<file path="src/rtl/core/bpq_pkg.sv">
// Shared types, widths and codes for the block pool queue manager.
// No dependencies; every other file of the block but bpq_ram uses this package.
package bpq_pkg;

    // Pool geometry
    localparam int NUM_BLOCKS = 256;
    localparam int BLK_W      = $clog2(NUM_BLOCKS);
    localparam int CNT_W      = $clog2(NUM_BLOCKS + 1);

    // Field widths
    localparam int CMD_W      = 2;
    localparam int SIZE_W     = 16;
    localparam int IDX_W      = 8;
    localparam int STAT_W     = 3;
    localparam int QCNT_W     = 9;
    localparam int BCNT_W     = 9;
    localparam int CFG_IDX_W  = 1;
    localparam int CFG_DATA_W = 16;
    localparam int QCNT_MAX   = (1 << QCNT_W) - 1;

    // Register reset values
    localparam logic [SIZE_W-1:0] MAX_SIZE_RST = SIZE_W'(4096);
    localparam logic [BCNT_W-1:0] BCNT_RST     = BCNT_W'(256);

    // Configuration register indexes
    localparam logic [CFG_IDX_W-1:0] CFG_MAX_SIZE  = CFG_IDX_W'(0);
    localparam logic [CFG_IDX_W-1:0] CFG_BLK_COUNT = CFG_IDX_W'(1);

    // Commands
    localparam logic [CMD_W-1:0] CMD_ADD  = CMD_W'(0);
    localparam logic [CMD_W-1:0] CMD_GET  = CMD_W'(1);
    localparam logic [CMD_W-1:0] CMD_FREE = CMD_W'(2);

    // Result status codes
    localparam logic [STAT_W-1:0] ST_OK          = STAT_W'(0);
    localparam logic [STAT_W-1:0] ST_BAD_SIZE    = STAT_W'(1);
    localparam logic [STAT_W-1:0] ST_FULL        = STAT_W'(2);
    localparam logic [STAT_W-1:0] ST_EMPTY       = STAT_W'(3);
    localparam logic [STAT_W-1:0] ST_INDEX_OUT   = STAT_W'(4);
    localparam logic [STAT_W-1:0] ST_NOT_PENDING = STAT_W'(5);
    localparam logic [STAT_W-1:0] ST_BAD_BLOCK   = STAT_W'(6);

    // Controller to datapath commands
    typedef struct packed {
        logic clear;  // write one entry of the clearing pass
        logic load;   // capture the accepted beat and launch RAM reads
        logic exec;   // update the pool and load the result register
    } t_dp_cmd;

endpackage

</file>
<file path="src/rtl/core/bpq_ctrl.sv">
// Controller of the block pool queue manager: clear/idle/execute sequencer and result-valid flag.
// Depends on bpq_pkg for the datapath command struct.
module bpq_ctrl (
    input  logic              i_clk,
    input  logic              i_rst_n,
    input  logic              i_in_valid,
    output logic              o_in_ready,
    output logic              o_out_valid,
    input  logic              i_out_ready,
    input  logic              i_reinit,
    input  logic              i_clr_last,
    output bpq_pkg::t_dp_cmd  o_cmd
);
    import bpq_pkg::*;

    localparam logic [1:0] S_CLEAR = 2'd0;
    localparam logic [1:0] S_IDLE  = 2'd1;
    localparam logic [1:0] S_EXEC  = 2'd2;

    logic [1:0] r_state, n_state;
    logic r_out_valid, n_out_valid;
    logic accept;
    logic exec;
    logic clear;

    // Take a beat only when idle; execute once the result register is free
    assign accept = (r_state == S_IDLE) && i_in_valid;
    assign exec   = (r_state == S_EXEC) && (!r_out_valid || i_out_ready);
    assign clear  = (r_state == S_CLEAR);

    always_comb begin
        n_state = r_state;
        case (r_state)
            S_CLEAR: begin
                if (i_clr_last) n_state = S_IDLE;
            end
            S_IDLE: begin
                if (accept) n_state = S_EXEC;
            end
            S_EXEC: begin
                if (exec) n_state = S_IDLE;
            end
            default: n_state = S_CLEAR;
        endcase
        // Restart the clearing pass on a block-count write
        if (i_reinit) n_state = S_CLEAR;
    end

    // Hold the result until taken, load a new one on execute
    assign n_out_valid = exec || (r_out_valid && !i_out_ready);

    always_ff @(posedge i_clk) begin
        if (!i_rst_n) begin
            r_state     <= S_CLEAR;
            r_out_valid <= 1'b0;
        end else begin
            r_state     <= n_state;
            r_out_valid <= n_out_valid;
        end
    end

    assign o_in_ready  = (r_state == S_IDLE);
    assign o_out_valid = r_out_valid;
    assign o_cmd.clear = clear;
    assign o_cmd.load  = accept;
    assign o_cmd.exec  = exec;
endmodule

</file>
<file path="config.mk">
export PLATFORM = sky130hd
export DESIGN_NAME = bpq_ctrl
export DESIGN_NICKNAME = d
export VERILOG_FILES = /design/src/rtl/core/bpq_pkg.sv /design/src/rtl/core/bpq_ctrl.sv
export SDC_FILE = /design/constraint.sdc
export NUM_CORES = 1
export LEC_CHECK = 0
export BUFFER_PORTS_ARGS = -buffer_cell sky130_fd_sc_hd__buf_2
export CAP_MARGIN = 25
export CELL_PAD_IN_SITES_DETAIL_PLACEMENT = 1
export CELL_PAD_IN_SITES_GLOBAL_PLACEMENT = 1
export CORE_AREA = 4 4 41 43
export DETAILED_ROUTE_END_ITERATION = 12
export DIE_AREA = 0 0 45 47
export PLACE_DENSITY_LB_ADDON = 0.1
export SYNTH_ARGS = -nofsm -noshare
export SYNTH_HDL_FRONTEND = slang
export SYNTH_SLANG_ARGS = --single-unit
</file>
<file path="constraint.sdc">
create_clock -name i_clk -period 1.2 [get_ports i_clk]
set_input_delay 0.12 -clock i_clk [delete_from_list [all_inputs] [get_ports i_clk]]
set_output_delay 0.12 -clock i_clk [all_outputs]
set_load 0.01 [all_outputs]
</file>
# Yosys cells after proc, flatten, opt, wreduce, memory -nomap -nowiden
# Index checks and enable logic that the tools add are counted.
# Widths: inputs -> output; s select.
[totals] elab_cells=22 input_bits=6 ff_bits=3
[op_classes] bitwise_logic=1 n_eq_ne=5 mux=4 n_reduce_logical=10
[op_table] cell="$mux 2" n=3
[op_table] cell="$pmux 2 s3" n=1
[op_table] cell="$ne 2x2->1 const B" n=2
[op_table] cell="$logic_and 1x1->1" n=3
[op_table] cell="$reduce_and 3->1" n=1
[op_table] cell="$eq 2x1->1 const B" n=1
[op_table] cell="$eq 2x2->1 const B" n=1
[op_table] cell="$logic_not 1->1" n=2
[op_table] cell="$logic_not 2->1" n=1
[op_table] cell="$logic_or 1x1->1" n=2
[op_table] cell="$ne 2x1->1 const B" n=1
[op_table] cell="$reduce_or 2->1" n=1
[op_table] cell="$not 1->1" n=1

# Depth between registers and ports, before layout
# Gate-level depths: netlist of run 1.
[logic_depth] word_depth=5 ltp_mapped=3 mapped_depth_nobuf=3

# Worst setup path after synthesis of run 1
# OpenSTA, ideal clock, no wires.
[synth_timing] path_kind="flip-flop to output port" startpoint="register r_state[1]" endpoint="output port o_cmd[1] in the netlist's numbering" arrival_ps=889 slack_ps=191 stages_incl_launch_ff=4 path_buffers=1 path_cell_list="dfxtp_1 and2b_1 and2_1 buf_4"
[synth_via] elab_chain_cells=2
[synth_lines] element="from (decl)" line="bpq_ctrl.sv:20" source="logic [1:0] r_state, n_state;"
[synth_lines] element="from (signal assigned)" line="bpq_ctrl.sv:57" source="r_state <= n_state;"
[synth_lines] element="$eq 2x1->1"
[synth_lines] element="net o_in_ready" line="bpq_ctrl.sv:7" source="output logic o_in_ready,"
[synth_lines] element="$logic_and 1x1->1" line="bpq_ctrl.sv:27" source="assign accept = (r_state == S_IDLE) && i_in_valid;"
[synth_lines] element="to (decl)" line="bpq_ctrl.sv:12" source="output bpq_pkg::t_dp_cmd o_cmd"
# The timed path passes the listed nets, and every way through them passes these cells.

==> results of run 1 <==
## cell usage in the layout, fill, tap and decap left out
| cell | netlist | layout |
|---|---|---|
| and2b_1 | 1 | 1 |
| inv_1 | 1 | 1 |
| or2b_1 | 1 | 1 |
| clkbuf_1 | 0 | 1 |
| buf_2 | 0 | 10 |
| a21oi_1 | 2 | 2 |
| dfxtp_2 | 0 | 2 |
| a311o_1 | 1 | 1 |
| nor4bb_1 | 1 | 1 |
| buf_4 | 3 | 3 |
| nor2_1 | 3 | 3 |
| nand2_1 | 1 | 1 |
| a21boi_1 | 1 | 1 |
| nand2b_1 | 2 | 2 |
| a21oi_2 | 1 | 1 |
| clkbuf_4 | 0 | 3 |
| and2_1 | 1 | 1 |
| dfxtp_1 | 3 | 1 |
## power by group through the flow
stage | logic (uW) | registers [uW] | clock network, uW
finish | 36.3 | 106 | 174
global route | 40.7 | 106 | 186
CTS | 33.9 | 105 | 186
detailed placement | 32.8 | 107 | 0
global placement | 32.4 | 107 | 0
floorplan | 20.9 | 106 | 0
## routing by layer
layer | track usage, % | vias to the layer above | routed length (um)
met5 | 0 | - | 0
met4 | 7.02 | 0 | 0
met3 | 1.53 | 0 | 35
met2 | 7.34 | 7 | 256
met1 | 6.80 | 84 | 241
li1 | - | 98 | -
## through the flow
stage               hold slack (ps)  power, uW  setup TNS [ps]
floorplan                       261        127               0
global placement                382        139               0
detailed placement              385        140               0
CTS                             138        325               0
global route                    151        333           -43.6
finish                          143        316               0
## worst reg2reg max path: cells and delay by family, from the launching register on
kind	cells	cell delay, ps
AOI/OAI and AO/OA	2	430
DFF	1	330
buffers and inverters	1	120
and+or+nand+nor	1	40
## final cells by class
| type | instances | share of cell area, % |
|---|---|---|
| multi-input combinational | 15 | 34.1 |
| timing repair buffer | 13 | 26.0 |
| sequential | 3 | 22.4 |
| clock buffer | 4 | 9.42 |
| tap | 15 | 6.73 |
| inverter | 1 | 1.35 |
## flip-flops by register name (all words and copies together) (netlist names)
signal,count
o_out_valid,1
r_state,2
## what timing repair did
item                       4_1_cts  5_1_grt
hold buffers                     0        0
setup endpoints to repair        2        2
gates resized for setup          1        1
buffers inserted                 1        2
## cells by family after synthesis
kind of cell           after synthesis  share of synthesized area [%]
AO/OA/AOI/OAI                        5                           20.0
buffers and inverters                4                           14.5
flip-flops                           3                           33.1
AND/OR/NAND/NOR                     10                           32.4
## final timing paths
check | to | depth (start not counted) | from
worst min-delay path | o_out_valid$_SDFF_PN0_ | 2 | i_rst_n
worst min register to register | o_out_valid$_SDFF_PN0_ | 2 | o_out_valid$_SDFF_PN0_
worst max-delay path | o_cmd[0] | 3 | r_state[1]$_SDFFE_PP0P_
worst max register to register | r_state[0]$_SDFFE_PP0P_ | 4 | r_state[1]$_SDFFE_PP0P_
==> results by group, run 1 <==
Run status
  • Status: finished, final reports clean

Power
  • Switching Fraction: 21.9%
  • P_int: 247 uW
  • Seq pwr share: 33.4%
  • Total power per unit cell area: 1130 nW/um^2
  • Switch Pwr: 69.1 uW
  • Worst vdd ir: 0.000286 V
  • Clock share of power: 55.1%
  • Lkg Pwr: 0.000133 uW
  • Combinational share of power: 11.5%

Critical path
  • R2R Setup Slk: 210 ps
  • CP Capture Type: primary output
  • Crit path max fanout: 3
  • Worst Path Required: 1080 ps
  • Worst path max stage delay: 330 ps
  • Critical Setup Path Class: reg -> out
  • CP top delay family: flip-flops
  • CP Cell Sequence: or2b_1 > a21oi_1 > buf_2
  • Crit-path slowest cell: dfxtp_2
  • Critical path arrival: 1050 ps
  • Worst Setup Start Kind: flop
  • Buf/Inv on CP: 1

Timing
  • Layout Skew: 1.98 ps
  • Fin. max-slew vios: 0
  • Setup ws final: 28.1 ps
  • Fmax: 853 MHz
  • Final Critical Period: 1170 ps
  • Final setup vio count: 0
  • Final Hold Vio Count: 0
  • Least-Margin Pin Slew: 266 ps
  • RSZ-0062 raised after global routing: yes
  • Tcrit/Tclk final: 97.7%
  • Worst slew margin: 82.0%

Synth
  • Post-synth top area cell: dfxtp_1
  • Top cells by area, synth: dfxtp_1 33%, buf_4 12%, nand2b_1 6.9%, nor2_1 6.2%, a21oi_1 5.5%
  • Netlist cell types: 14
  • Synth Instances: 22
  • Post-synth top flop: dfxtp_1
  • Synthesized area per cell: 8.25 um^2
  • #FFs+latches synth: 3
  • Yosys warns: 0
  • Synth top area share: 33.1%
  • Mapped Nets: 28
  • Ys async rst share: 0%
  • Synth cell count leaders: 3 x buf_4, 3 x dfxtp_1, 3 x nor2_1
  • Synth Cell Area: 181 um^2
  • Sequential-to-total area share from yosys stat: 33.1%
  • Post-synth EDFFs: 0

Routing
  • First DRT Iteration DRCs: 0
  • Drt pass-1 iters: 1
  • Total number of vias: 189
  • Routed WL: 533 um
  • Final antenna-violating net count: 0
  • Wire length per cell: 10.5 um
  • Drt drc: 0
  • Drt via density: 3.71

Finish
  • Fin area: 279 um^2
  • Area Growth Syn to Fin: 53.8%
  • Fin util: 21.4%
  • Layout cell share with drive strength beyond 1: 52.8%
  • Antenna cell count: 0
  • Post-route insts no fill: 51
  • Nets: 43
  • # fillers: 170
  • Register area: 62.6 um^2
  • Area occupied by multi-input gates: 95.1 um^2

Place
  • Inst Count DP: 44
  • I/O Buffers: 10
  • Hpwl dp: 363 um
  • GPL Wtd Cong: 0.585
  • DP Area: 228 um^2
  • Dpl ws: 181 ps

Global route
  • Antenna violations before repair: 0
  • Number of global-route vias before repair: 197
  • GRT Overall Usage: 5.68%
  • Largest net degree at the start of global routing: 6
  • Grt ovf: 0
  • First-pass GRT wire length: 814 um

Clock network
  • Clock sink total: 3
  • Worst-case clock buffer depth: 2
  • CTS tree: yes
  • Htree depth: 1
  • CTS Root Cell: clkbuf_4
  • Worst skew pair latency: 230 ps
  • TritonCTS buffer count: 3
  • CTS clk-pin slew, worst paths: 40 ps

Floorplan
  • FP Rows: 13
  • Ports: 11
  • Die X: 45 um
  • Core area: 1300 um^2
  • DIE HEIGHT: 47 um
  • Initial Util: 13.9%
  • Die area: 2120 um^2

Worst hold path
  • Hold WC Path Type: in -> reg

Run
  • Maxcap violations: 0
Power figures use the tool's default switching activity.
==> inputs of run 2 (changes only) <==
--- a/config.mk
+++ b/config.mk
@@ -9,10 +9,12 @@
 export CAP_MARGIN = 25
 export CELL_PAD_IN_SITES_DETAIL_PLACEMENT = 1
 export CELL_PAD_IN_SITES_GLOBAL_PLACEMENT = 1
-export CORE_AREA = 4 4 41 43
+export CORE_AREA = 2 2 39 41
+export CTS_CLUSTER_SIZE = 30
 export DETAILED_ROUTE_END_ITERATION = 12
-export DIE_AREA = 0 0 45 47
+export DIE_AREA = 0 0 41 43
 export PLACE_DENSITY_LB_ADDON = 0.1
+export RECOVER_POWER = 25
 export SYNTH_ARGS = -nofsm -noshare
 export SYNTH_HDL_FRONTEND = slang
 export SYNTH_SLANG_ARGS = --single-unit
==> run 2 against run 1 <==
  * Flip-flop and latch count unchanged
  * Core utilization decreased by 0.92 points
  * Largest cell class unchanged
  * Non-clock buffer count unchanged
  * Critical endpoint unchanged
  * Worst setup slack improved by 11 ps
  * Combinational power increased by 5%
  * Die area decreased by 17%
  * Clock skew decreased by 1.3 ps
  * Sequential share of layout area decreased by 0.40 points
==> results by group, run 2 (synthesized netlist as in run 1, its figures left out) <==
Critical path
  • Worst Setup Start Kind: flop
  • Critical path launch point: r_state[0]$_SDFFE_PP0P_
  • Critical path arrival: 1040 ps (about the same)
  • R2R depth: 5 (+1)
  • Crit path max fanout: 5 (+2)
  • R2R Setup Slk: 150 ps (-60 ps)
  • CP Capture Type: primary output
  • R2R Path End: r_state[1]$_SDFFE_PP0P_
  • Critical Setup Path Class: reg -> out
  • Worst setup path endpoint: o_cmd[0]
  • Worst Path Required: 1080 ps (about the same)
  • Reg2reg start: r_state[1]$_SDFFE_PP0P_

Worst hold path
  • Hold WC Path Type: in -> reg
  • Hold_sp: i_in_valid

Floorplan
  • FP Rows: 14 (+1)
  • Die area: 1760 um^2 (-17%)
  • Die X: 41 um (-8.9%)
  • Initial Util: 13.1% (-0.83 points)
  • DIE HEIGHT: 43 um (-8.5%)
  • Core area: 1380 um^2 (+6.3%)
  • Ports: 11 (unchanged)

Clock network
  • Worst-case clock buffer depth: 2 (unchanged)
  • Cts hold-fix bufs: 0 (unchanged)
  • Clock sink total: 3 (unchanged)
  • CTS Root Cell: clkbuf_4
  • TritonCTS buffer count: 3 (unchanged)
  • Worst skew pair latency: 230 ps (about the same)
  • CTS clk-pin slew, worst paths: 40 ps (about the same)
  • CTS tree: yes
  • Htree depth: 1 (unchanged)

Timing
  • Setup ws final: 39.4 ps (+11.3 ps)
  • RSZ-0062 raised after global routing: yes
  • Final Hold Vio Count: 0 (unchanged)
  • Final setup vio count: 0 (unchanged)
  • Fmax: 862 MHz (+0.97%)
  • Least-Margin Pin Slew: 291 ps (+24.4 ps)
  • Tcrit/Tclk final: 96.7% (-0.94 points)
  • Fin. max-slew vios: 0 (unchanged)
  • Final Critical Period: 1160 ps (-11.3 ps)
  • Worst slew margin: 80.4% (-1.6 points)
  • Layout Skew: 0.634 ps (-1.34 ps)

Run
  • Maxcap violations: 0 (unchanged)

Routing
  • First DRT Iteration DRCs: 3 (+3)
  • Routed WL: 489 um (-8.3%)
  • Final antenna-violating net count: 0 (unchanged)
  • Wire length per cell: 9.40 um (-10%)
  • Drt via density: 3.79 (+2.2%)
  • Drt pass-1 iters: 2 (+1)
  • Drt drc: 0 (unchanged)
  • Total number of vias: 197 (+4.2%)

Finish
  • Layout cell share with drive strength beyond 1: 55.6% (+2.8 points)
  • Area Growth Syn to Fin: 56.6%
  • Largest register FFs: 2 (unchanged)
  • Most common cell after layout, fill and taps aside: buf_2
  • Reg with most FFs: r_state
  • Commonest cells after routing, fill and taps aside: 10 x buf_2, 3 x nor2_1, 3 x clkbuf_4, 3 x buf_4
  • # fillers: 174 (+2.4%)
  • Nets: 43 (unchanged)
  • Antenna cell count: 0 (unchanged)
  • Fin area: 284 um^2 (+1.8%)

Global route
  • Number of global-route vias before repair: 199 (+1.0%)
  • GRT Overall Usage: 6.81% (+1.1 points)
  • Largest net degree at the start of global routing: 6 (unchanged)
  • First-pass GRT wire length: 759 um (-6.8%)
  • Antenna violations before repair: 0 (unchanged)
  • Grt ovf: 0 (unchanged)

Place
  • DP Area: 229 um^2 (+0.55%)
  • Dpl ws: 184 ps (+2.73 ps)
  • Hpwl dp: 382 um (+5.4%)
  • I/O Buffers: 10 (unchanged)
  • GPL Wtd Cong: 0.638 (+9.0%)

Power
  • Lkg Pwr: 0.000134 uW (+0.44%)
  • Total power per unit cell area: 1120 nW/um^2 (-1.1%)
  • Worst vdd ir: 0.000443 V (+55%)

Run status
  • Status: finished, final reports clean
run 2: cell type report:
cell class                 count  area [um^2]  area share [%]
multi-input combinational     15         98.8            34.8
timing repair buffer          13         72.6            25.6
sequential                     3         62.6            22.0
clock buffer                   4         26.3            9.25
tap                           16         20.0            7.05
inverter                       1         3.75            1.32
run 2: how the worst min path moves through the flow:
| stage | end | slack [ps] | cells past startpoint |
|---|---|---|---|
| floorplan | r_state[1]$_SDFFE_PP0P_ | 260 | 2 |
| global placement | o_out_valid$_SDFF_PN0_ | 380 | 2 |
| detailed placement | r_state[1]$_SDFFE_PP0P_ | 390 | 3 |
| CTS | r_state[1]$_SDFFE_PP0P_ | 150 | 3 |
| global route | r_state[1]$_SDFFE_PP0P_ | 160 | 3 |
| finish | r_state[1]$_SDFFE_PP0P_ | 160 | 3 |
run 2: timing repair:
item	in CTS	in global routing
setup buffers	2	1
endpoints found under the setup margin	2	2
pin swaps	0	1
gates resized for setup	2	1
run 2: worst max-delay path, stage by stage (launching register included):
cell and delay (ps):
dfxtp_2 330, or2b_1 250, a21oi_2 100, buf_2 130
run 2: metrics by stage:
step	utilization [%]	TNS, ps	total power (uW)	hold slack (ps)	instances
CTS	19.7	0	329	148	51
floorplan	-	0	127	261	22
global route	20.5	-7.19	345	155	52
finish	20.5	0	318	156	52
global placement	16.5	0	139	384	45
detailed placement	16.5	0	140	395	45
run 2: per-layer routing:
layer / share of wire [%] / global-route usage, % / vias to the layer above
li1: - / - / 100
met1: 45 / 6.71 / 91
met2: 47 / 10.0 / 6
met3: 7.8 / 4.71 / 0
met4: 0 / 4.00 / 0
met5: 0 / 0 / -
run 2: report_power, final:
part           leakage [uW]  switching (uW)  internal (uW)  total, uW
sequential        0.0000252            2.68            103        106
clock             0.0000150            50.1            124        175
combinational     0.0000937            17.1           20.9       38.0
total              0.000134            69.8            248        318
==> inputs of run 3 (changes only) <==
--- a/config.mk
+++ b/config.mk
@@ -15,6 +15,7 @@
 export DIE_AREA = 0 0 41 43
 export PLACE_DENSITY_LB_ADDON = 0.1
 export RECOVER_POWER = 25
+export REMOVE_ABC_BUFFERS = 1
 export SYNTH_ARGS = -nofsm -noshare
 export SYNTH_HDL_FRONTEND = slang
 export SYNTH_SLANG_ARGS = --single-unit
==> run 3 against run 2 <==
  * Critical path depth did not move
  * Via count rose by 4.6%
  * Worst setup slack got worse by 32 ps
  * Register-to-register slack got worse by 20 ps
==> results by group, run 3 (synthesized netlist as in run 1, its figures left out) <==
Run status
  • Status: finished, final reports clean

Clock network
  • Worst skew pair latency: 230 ps (about the same)
  • Worst-case clock buffer depth: 2 (unchanged)
  • CTS tree: yes
  • TritonCTS buffer count: 3 (unchanged)
  • Clock sink total: 3 (unchanged)
  • Cts hold-fix bufs: 0 (unchanged)
  • CTS clk-pin slew, worst paths: 40 ps (about the same)
  • CTS Root Cell: clkbuf_4
  • Htree depth: 1 (unchanged)

Finish
  • Reg with most FFs: r_state
  • Largest register FFs: 2 (unchanged)
  • Layout cell share with drive strength beyond 1: 56.8% (+1.2 points)
  • Most common cell after layout, fill and taps aside: buf_2
  • Nets: 44 (+2.3%)
  • Area occupied by multi-input gates: 98.8 um^2 (unchanged)
  • # fillers: 178 (+2.3%)
  • Antenna cell count: 0 (unchanged)
  • Commonest cells after routing, fill and taps aside: 7 x buf_2, 4 x buf_4, 3 x nor2_1, 3 x clkbuf_4
  • Area Growth Syn to Fin: 66.9%
  • Register area: 62.6 um^2 (unchanged)

Timing
  • Final Critical Period: 1190 ps (+32.5 ps)
  • Fmax: 838 MHz (-2.7%)
  • Fin. max-slew vios: 0 (unchanged)
  • Least-Margin Pin Slew: 238 ps (-52.4 ps)
  • Final Hold Vio Count: 0 (unchanged)
  • Setup ws final: 6.90 ps (-32.5 ps)
  • Worst slew margin: 83.9% (+3.5 points)
  • WHS: 151 ps (-4.79 ps)
  • Final setup vio count: 0 (unchanged)
  • Setup_tns: 0 ps (unchanged)
  • Layout Skew: 2.85 ps (+2.21 ps)
  • Tcrit/Tclk final: 99.4% (+2.7 points)
  • RSZ-0062 raised after global routing: yes

Power
  • Seq pwr share: 32.8% (-0.4 points)
  • Clock share of power: 53.9% (-1.0 points)
  • Combinational share of power: 13.4% (+1.5 points)
  • Lkg Pwr: 0.000137 uW (+2.3%)
  • Worst vdd ir: 0.000322 V (-27%)
  • P_int: 252 uW (+1.7%)
  • Switching Fraction: 21.6% (-0.39 points)
  • Total power per unit cell area: 1060 nW/um^2 (-5.1%)
  • Switch Pwr: 69.4 uW (-0.63%)

Place
  • Hpwl dp: 359 um (-6.1%)
  • I/O Buffers: 10 (unchanged)
  • GPL Wtd Cong: 0.589 (-7.7%)
  • Dpl ws: 174 ps (-10.3 ps)

Global route
  • Largest net degree at the start of global routing: 6 (unchanged)
  • Number of global-route vias before repair: 178 (-11%)
  • First-pass GRT wire length: 765 um (+0.79%)
  • GRT Overall Usage: 6.93% (+0.11 points)
  • Grt ovf: 0 (unchanged)
  • Antenna violations before repair: 0 (unchanged)

Critical path
  • Crit-path slowest cell: dfxtp_2
  • Worst Setup Start Kind: flop
  • CP Cell Sequence: or2b_1 > a21oi_1 > buf_2
  • R2R Setup Slk: 130 ps (-20 ps)
  • CP top delay family: flip-flops
  • Critical Setup Path Class: reg -> out
  • Critical path arrival: 1070 ps (+30 ps)
  • Worst path max stage delay: 340 ps (about the same)
  • Crit path max fanout: 4 (-1)
  • CP Capture Type: primary output
  • Critical path launch point: r_state[1]$_SDFFE_PP0P_
  • Buf/Inv on CP: 1 (unchanged)
  • Reg2reg start: r_state[1]$_SDFFE_PP0P_
  • Worst Path Required: 1080 ps (about the same)

Floorplan
  • Initial Util: 13.1% (unchanged)
  • DIE HEIGHT: 43 um (unchanged)
  • Die area: 1760 um^2 (unchanged)
  • Die X: 41 um (unchanged)
  • Core area: 1380 um^2 (unchanged)
  • FP Rows: 14 (unchanged)
  • Ports: 11 (unchanged)

Worst hold path
  • Hold_sp: i_in_valid
  • Hold WC Path Type: in -> reg

Routing
  • Wire length per cell: 9.32 um (-0.88%)
  • Drt via density: 3.89 (+2.6%)
  • Drt pass-1 iters: 2 (unchanged)
  • Drt drc: 0 (unchanged)
  • First DRT Iteration DRCs: 3 (unchanged)
  • Total number of vias: 206 (+4.6%)
  • Final antenna-violating net count: 0 (unchanged)
  • Routed WL: 494 um (+1.0%)

Run
  • Maxcap violations: 0 (unchanged)
## run 3: cell types whose count changed in the layout (fill, tap and decap cells not counted), sizes merged
cell / before / now
clkbuf: 4 / 5
## run 3: power by group through the flow
stage	Combinational, uW	Clock [uW]	Sequential, uW
after floorplan	16.7	0	106
after global placement	33.1	0	107
after detailed placement	33.1	0	107
after CTS	34.2	185	105
after global routing	48.3	192	106
final	43.0	173	105
## run 3: through the flow
step	util, %	power, uW	cell area (um^2)	cells
after floorplan	-	123	159	19
after CTS	19.2	325	265	50
after detailed placement	16.5	140	229	45
final	21.9	322	303	53
after global placement	16.5	140	229	45
after global routing	21.9	346	303	53
## run 3: layout make-up
cell class	instances	share of cell area, %
repair buffers	14	30.2
multi-input cells	15	32.6
flip-flops and latches	3	20.7
clock buffers	4	8.68
well taps	16	6.61
inverters	1	1.24
## run 3: timing repair
action                                  in CTS  in global routing
endpoints found under the setup margin       2                  2
pin swaps                                    0                  1
setup buffers                                1                  3
gates resized for setup                      2                  4
## run 3: worst paths after layout
kind	endpoint	cells past startpoint
worst max-delay path	o_cmd[0]	3
worst min-delay path	r_state[1]$_SDFFE_PP0P_	3
worst max register to register	r_state[0]$_SDFFE_PP0P_	5
worst min register to register	o_out_valid$_SDFF_PN0_	2
## run 3: worst reg2reg max path, delay by kind of cell, from the launching register on
kind	cells	cell delay, ps
DFF	1	340
AOI/OAI and AO/OA	1	50
buffers and inverters	2	260
and+or+nand+nor	2	310
## run 3: routing by layer
layer  vias up  track usage (%)  part of all wire, %
li1        103                -                    -
met4         0             4.00                    0
met1        99             8.68                   37
met5         -                0                    0
met3         0             4.71                  5.7
met2         4             8.44                   57
